[src/hdl/scr_pkg.sv]
// ============================================================================
// scr_pkg: shared definitions for the sketch command rasterizer
// Command opcodes, tool codes, grey conversion constants and the status
// record passed from the grey conversion unit to the sequencer.
// ============================================================================
package scr_pkg;

    // Opcodes in bits 7-6 of a command byte.
    localparam logic [1:0] OP_DX   = 2'd0;
    localparam logic [1:0] OP_DY   = 2'd1;
    localparam logic [1:0] OP_TOOL = 2'd2;
    localparam logic [1:0] OP_DATA = 2'd3;

    // Tool selection codes as held in the tool register.
    localparam logic [1:0] TOOL_NONE  = 2'd0;
    localparam logic [1:0] TOOL_LINE  = 2'd1;
    localparam logic [1:0] TOOL_BLOCK = 2'd2;

    // Operand codes of the TOOL command (raw 6-bit operand field).
    localparam logic [5:0] TSEL_NONE    = 6'd0;
    localparam logic [5:0] TSEL_LINE    = 6'd1;
    localparam logic [5:0] TSEL_BLOCK   = 6'd2;
    localparam logic [5:0] TSEL_COLOUR  = 6'd3;
    localparam logic [5:0] TSEL_TARGETX = 6'd4;
    localparam logic [5:0] TSEL_TARGETY = 6'd5;

    // Grey = (299 R + 587 G + 114 B + 500) / 1000. The division is done as a
    // multiplication by ceil(2^28 / 1000) followed by a 28-bit shift, which is
    // exact for every sum below 2^18.
    localparam int         SUM_W       = 18;
    localparam int         RECIP_W     = 19;
    localparam int         PROD_W      = SUM_W + RECIP_W;
    localparam logic [RECIP_W-1:0] WEIGHT_R    = 19'd299;
    localparam logic [RECIP_W-1:0] WEIGHT_G    = 19'd587;
    localparam logic [RECIP_W-1:0] WEIGHT_B    = 19'd114;
    localparam logic [SUM_W-1:0]   GREY_ROUND  = 18'd500;
    localparam logic [RECIP_W-1:0] GREY_RECIP  = 19'd268436;
    localparam int                 GREY_SHIFT  = 28;

    // Status from the grey conversion unit.
    typedef struct packed {
        logic       done;
        logic [7:0] value;
    } grey_stat_t;

endpackage

[src/hdl/scr_grey_unit.sv]
// ============================================================================
// scr_grey_unit: RGBA to grey conversion
// One shared multiplier is used four times over a six-step sequence: three
// weighted products are summed with the rounding term, then the sum is scaled
// by a reciprocal.
// ============================================================================
module scr_grey_unit (
    input  logic               clk,
    input  logic               rst_n,
    input  logic               start,
    input  logic [31:0]        rgba,
    output scr_pkg::grey_stat_t stat
);
    import scr_pkg::*;

    localparam logic [2:0] GS_IDLE = 3'd0;
    localparam logic [2:0] GS_MULR = 3'd1;
    localparam logic [2:0] GS_MULG = 3'd2;
    localparam logic [2:0] GS_MULB = 3'd3;
    localparam logic [2:0] GS_SUM  = 3'd4;
    localparam logic [2:0] GS_DIV  = 3'd5;
    localparam logic [2:0] GS_OUT  = 3'd6;

    logic [2:0]        step_reg, step_next;
    logic [23:0]       rgb_reg, rgb_next;
    logic [SUM_W-1:0]  sum_reg, sum_next;
    logic [PROD_W-1:0] prod_reg, prod_next;
    logic [7:0]        value_reg, value_next;
    logic              done_reg, done_next;
    logic [SUM_W-1:0]  mul_a;
    logic [RECIP_W-1:0] mul_b;

    // Operand selection for the shared multiplier and step sequencing.
    always_comb
    begin
        step_next  = step_reg;
        rgb_next   = rgb_reg;
        sum_next   = sum_reg;
        value_next = value_reg;
        done_next  = 1'b0;
        mul_a      = '0;
        mul_b      = '0;
        unique case (step_reg)
            GS_IDLE:
            begin
                if (start)
                begin
                    rgb_next  = rgba[31:8];
                    sum_next  = GREY_ROUND;
                    step_next = GS_MULR;
                end
            end
            GS_MULR:
            begin
                mul_a     = SUM_W'(rgb_reg[23:16]);
                mul_b     = WEIGHT_R;
                step_next = GS_MULG;
            end
            GS_MULG:
            begin
                sum_next  = sum_reg + prod_reg[SUM_W-1:0];
                mul_a     = SUM_W'(rgb_reg[15:8]);
                mul_b     = WEIGHT_G;
                step_next = GS_MULB;
            end
            GS_MULB:
            begin
                sum_next  = sum_reg + prod_reg[SUM_W-1:0];
                mul_a     = SUM_W'(rgb_reg[7:0]);
                mul_b     = WEIGHT_B;
                step_next = GS_SUM;
            end
            GS_SUM:
            begin
                sum_next  = sum_reg + prod_reg[SUM_W-1:0];
                step_next = GS_DIV;
            end
            GS_DIV:
            begin
                mul_a     = sum_reg;
                mul_b     = GREY_RECIP;
                step_next = GS_OUT;
            end
            GS_OUT:
            begin
                value_next = prod_reg[GREY_SHIFT+7:GREY_SHIFT];
                done_next  = 1'b1;
                step_next  = GS_IDLE;
            end
            default:
            begin
                step_next = GS_IDLE;
            end
        endcase
        prod_next = PROD_W'(mul_a) * PROD_W'(mul_b);
    end

    // Sequencer state and datapath registers.
    always_ff @(posedge clk or negedge rst_n)
    begin
        if (!rst_n)
        begin
            step_reg <= GS_IDLE;
            done_reg <= 1'b0;
        end
        else
        begin
            step_reg <= step_next;
            done_reg <= done_next;
        end
    end

    always_ff @(posedge clk)
    begin
        rgb_reg   <= rgb_next;
        sum_reg   <= sum_next;
        prod_reg  <= prod_next;
        value_reg <= value_next;
    end

    assign stat.done  = done_reg;
    assign stat.value = value_reg;

endmodule

[config.mk]
export PLATFORM = sky130hd
export DESIGN_NAME = scr_grey_unit
export DESIGN_NICKNAME = d
export VERILOG_FILES = /design/src/hdl/scr_pkg.sv /design/src/hdl/scr_grey_unit.sv
export SDC_FILE = /design/constraint.sdc
export NUM_CORES = 1
export LEC_CHECK = 0
export ABC_AREA = 1
export BUFFER_PORTS_ARGS = -buffer_cell sky130_fd_sc_hd__buf_2
export CAP_MARGIN = 20
export CELL_PAD_IN_SITES_DETAIL_PLACEMENT = 2
export CELL_PAD_IN_SITES_GLOBAL_PLACEMENT = 2
export CORE_MARGIN = 2
export CORE_UTILIZATION = 40
export DETAILED_ROUTE_END_ITERATION = 8
export GPL_TIMING_DRIVEN = 0
export PLACE_DENSITY = 0.89
export SKIP_LAST_GASP = 1
export SLEW_MARGIN = 20
export SYNTH_ARGS = -nofsm -noshare
export SYNTH_HDL_FRONTEND = slang
export SYNTH_SLANG_ARGS = --single-unit
[constraint.sdc]
create_clock -name clk -period 6.92 [get_ports clk]
set_input_delay 1.038 -clock clk [delete_from_list [all_inputs] [get_ports clk]]
set_output_delay 1.038 -clock clk [all_outputs]
set_load 0.01 [all_outputs]
# [Yosys cells after proc, flatten, opt, wreduce, memory -nomap -nowiden]
# Cells that the tools add are included.
[totals] output_inout_bits=9 input_bits=35 word_cells=27 regBits=90
[classes] n_mux=7 mul=1 eq_ne=7 n_addsub=1 reduce_logical=5
[ops] cell="19-bit case mux with 4 select lines" n=1
[ops] cell="18-bit case mux with 4 select lines" n=1
[ops] cell="18-bit by 19-bit multiplier with 36-bit output" n=1
[ops] cell="18-bit case mux with 2 select lines" n=1
[ops] cell="18-bit adder" n=1
[ops] cell="18-bit 2-to-1 mux" n=1
[ops] cell="3-bit case mux with 6 select lines" n=1
[ops] cell="3-bit == test (second input constant)" n=3
[ops] cell="3-bit by 2-bit == test with 1-bit output (second input constant)" n=2
[ops] cell="2-bit AND reduction" n=2
[ops] cell="3-bit by 1-bit == test with 1-bit output (second input constant)" n=1
[ops] cell="3-bit logical NOT" n=1
[ops] cell="3-bit 2-to-1 mux" n=1
[ops] cell="3-bit OR reduction" n=1
[ops] cell="2-bit inequality test (second input constant)" n=1
[ops] cell="2-bit nonzero test" n=1
[ops] cell="1-bit 2-to-1 mux" n=1

# [Depth between registers and ports, before layout]
[logic_depth] word_depth=4 depth_mapped=29 mapped_depth_nobuf=28

# [Worst setup path after synthesis]
# Ideal clock, no wire load.
[synth_timing] path_kind="register to register" startpoint="register step_reg[1]" endpoint="register prod_reg[35]" arrival_ns=5.326 setup_time_ns=0.112 required_time_ns=6.808 setup_slack_ns=1.481 stages_incl_launch_ff=27 path_cell_list="dfrtp_1 -> buf_2 -> inv_2 -> nand3_4 -> nor2_2 -> inv_2 -> o21ai_2 -> nor2_1 -> nor2_1 -> fa_1 -> inv_1 -> fa_1 -> fa_1 -> fa_1 -> inv_1 -> fa_1 -> fa_1 -> ha_1 -> nand2_1 -> inv_1 -> a21oi_1 -> nor2b_1 -> nand2_1 -> nand2_1 -> nand2_1 -> nand2_1 -> nand2_1"
[synth_via] elab_chain_cells=3 elab_cells_between_ends=7 cone_classes="mul: 1; eq/ne: 4; mux: 2"
[synth_lines] element="start: declaration" line="scr_grey_unit.sv:24" text="logic [2:0] step_reg, step_next;"
[synth_lines] element="start signal: assignment" line="scr_grey_unit.sv:108" text="step_reg <= step_next;"
[synth_lines] element="3-bit == test, or another cell as far along" line="scr_grey_unit.sv:43" text="unique case (step_reg)"
[synth_lines] element="18-bit case mux with 4 select lines / 19-bit case mux with 4 select lines (equally long branches)" line="scr_grey_unit.sv:43"
[synth_lines] element="18-bit by 19-bit multiplier with 36-bit output *" line="scr_grey_unit.sv:95" text="prod_next = PROD_W'(mul_a) * PROD_W'(mul_b);"
[synth_lines] element="net prod_next[35]" line="scr_grey_unit.sv:27" text="logic [PROD_W-1:0] prod_reg, prod_next;"
[synth_lines] element="end signal: assignment" line="scr_grey_unit.sv:117" text="prod_reg <= prod_next;"
[synth_lines] element="end: declaration" line="scr_grey_unit.sv:27"
# The timed path passes the listed nets; every way through them passes the cells marked *.
# A chain may end at the register's enable or synchronous reset.

# [Worst setup path after layout]
[layout_timing] startpoint="register step_reg[1]" endpoint="register prod_reg[28]"
# The elaborated chain is that of the path after synthesis.

==> flow_metrics.tcl <==
set metrics [dict create \
    fillers 3243 \
    dr.pass1.iters 5 \
    cp.required_ns 7.17 \
    grt_pass1_vias 11810 \
    synth.area.top_cells "fa_1 29%, ha_1 16%, inv_1 14%" \
    crit_fanout 10 \
    vias 9695 \
    drc 0 \
    synth_edf_count 50 \
    dieHeight_um 174.1 \
    yosysWarnings 0 \
    synthCells 1395 \
    synthTopCellsByCount "427 x inv_1, 270 x nand2_1, 170 x fa_1" \
    viasPerCell 5.097 \
    startpoint_type "register" \
    cts.sinks 80 \
    fin_skew_ns 0.01547 \
    startpoint "step_reg[1]" \
    max_stage_delay_ns 0.60 \
    r2r-end "prod_reg[28]" \
    clock.fmax_mhz 147.6 \
    die-area_um2 30300 \
    async_reset_ff_share_pct 5.000 \
    fin_crit_sh_pct 97.93 \
    path_delay_family "adder cells" \
    fin_ws_ns 0.1434 \
    criticalPathCategory "register to register" \
    ys_seq_area_share_pct 18.34 \
    seq_area_um2 2122 \
    grt_overflow 0 \
    hp-class "register to register" \
    ant_nets 0 \
    status "finished clean" \
    synth.most_common_cell "inv_1" \
    ys_ff_latch 80 \
    grtUsageTotal_pct 31.74 \
    cts_root_buffer "clkbuf_16" \
    wl_per_cell_um 24.88 \
    cp-endpoint "prod_reg[28]" \
    rr_worst_depth 24 \
    routed_wl_mm 47.31 \
    critical_path_arrival_ns 7.03 \
    die_w_um 174.1 \
    htree_num_levels 3 \
    row_count 62 \
    grt_first_pass_wirelength_mm 71.40 \
    worst_pin_slew_ns 1.029 \
    pin_count 44 \
    clockBufferDepth 2 \
    dp_hpwl_mm 36.47 \
    synth_area_um2 11570 \
    cp.depth 24 \
    crit_chain "buf_2, inv_2, nand3_4, inv_1, buf_4, nand2_1, inv_1, ha_1, fa_1, inv_1, fa_1, fa_1, fa_1, inv_1, ha_1, ha_1, nand2_1, inv_1, a21oi_1, nor2_1, nor2_1, nand3_1, nand2_1, nand2_1" \
    start_util_pct 40.41 \
    rrSetupSlack_ns 0.14 \
    setup_viol_count_final 0 \
    hold_violations 0 \
    synth_cell_types 39 \
    cts_hold_buf 0 \
    critPathBufInv 8 \
    path_common_cell "inv_1" \
    drive_gt1_share_pct 6.588 \
    grt_max_degree 17 \
    gp_congestion 0.8564 \
    multi_input_area_um2 8035 \
    synth_top_area_share_pct 29.42 \
    largest_reg_flops 26 \
    cts_buffers 9 \
    antenna_found_initial 0 \
    clk_pin_slew_ns 0.08 \
    cp_slowest_cell "fa_1" \
    synth_area_leader_cell "fa_1" \
    n_antenna_cell 0 \
    io_buffers 35 \
    synth_area_per_cell_um2 8.293 \
    final_nets 1869 \
    fin_crit_ns 6.777 \
    clock_latency_ns 0.36 \
    ys.flop_type "edfxtp_1" \
    core_um2 28630 \
    area_delta_synth_final_pct 11.31 \
    cap_violations 0 \
    max-slew-margin-rel_pct 31.16 \
    drv_slew 0 \
    worstReg2RegStart "step_reg[1]" \
    drtIter0Drc 423 \
    cts_tree "built" \
    crit_path_end_kind "register" \
    dp_slack_ns 0.1322 \
]
## placed cells by master (no fill, tap or decap), drive strengths merged
cell type and instances:
conb 70, bufinv 1, nor2 121, dfrtp 4, o21bai 2, clkinv 1
nor2b 2, inv 442, o21ai 22, and2 2, edfxtp 50, xor2 11
nand4 3, buf 45, xnor2 3, ha 151, clkbuf 10, nand3b 1
a21oi 45, o22ai 11, o21a 1, or2 3, dfxtp 26, nor3 6
nor3b 1, fa 170, and3 1, nand2 273, nand3 40
## metal layers
layer	up-vias	share of wire, %	global-route usage (%)	wire [µm]
li1	4276	-	-	-
met1	5022	39	37.10	18290
met2	266	52	57.82	24470
met3	131	3.6	3.543	1718
met4	0	6.0	15.41	2844
met5	-	0	0	0
## cell type report
class	instances	area share (%)
Sequential cell	80	16.48
Clock buffer	10	1.943
Clock inverter	6	0.6121
Inverter	438	12.77
Buffer	6	0.3595
Timing Repair Buffer	39	1.710
Multi-Input combinational cell	939	62.40
Tap cell	384	3.731
## kinds of logic after synthesis
kind of cell | count (synthesis) | synth area share [%]
AOI/OAI and AO/OA | 81 | 4.110
xor gates and xnor gates | 14 | 1.060
adders and majority gates | 321 | 45.75
buffers and inverters | 444 | 14.61
DFF | 80 | 18.34
other | 2 | 0.06492
and+or+nand+nor | 453 | 16.06
## per-stage QoR
stage	utilization [%]	instances	hold WS (ns)	cell area [µm²]	setup TNS (ns)
2_1_floorplan	-	1463	0.3855	11820	0
3_3_place_gp	43.60	1882	0.3875	12480	0
3_5_place_dp	43.75	1885	0.3921	12520	0
4_1_cts	44.90	1901	0.4113	12850	0
5_1_grt	44.99	1902	0.4193	12880	-0.1649
6_report	44.99	1902	0.4081	12880	0
## worst min-delay path by stage
stage,start,to,depth (start not counted)
final,prod_reg[33],value_reg[5],0
after global routing,prod_reg[35],value_reg[7],0
after CTS,prod_reg[33],value_reg[5],0
after detailed placement,prod_reg[29],value_reg[1],0
after global placement,prod_reg[35],value_reg[7],0
after floorplan,prod_reg[28],value_reg[0],0
## repair_timing
action                                  4_1_cts  5_1_grt
endpoints found under the setup margin        0       11
resized for setup                             0        5
setup buffers                                 0        1
Power is left out: the tool's default activity adds up to more than one toggle a clock period on the data nets, which glitch-free logic cannot reach.
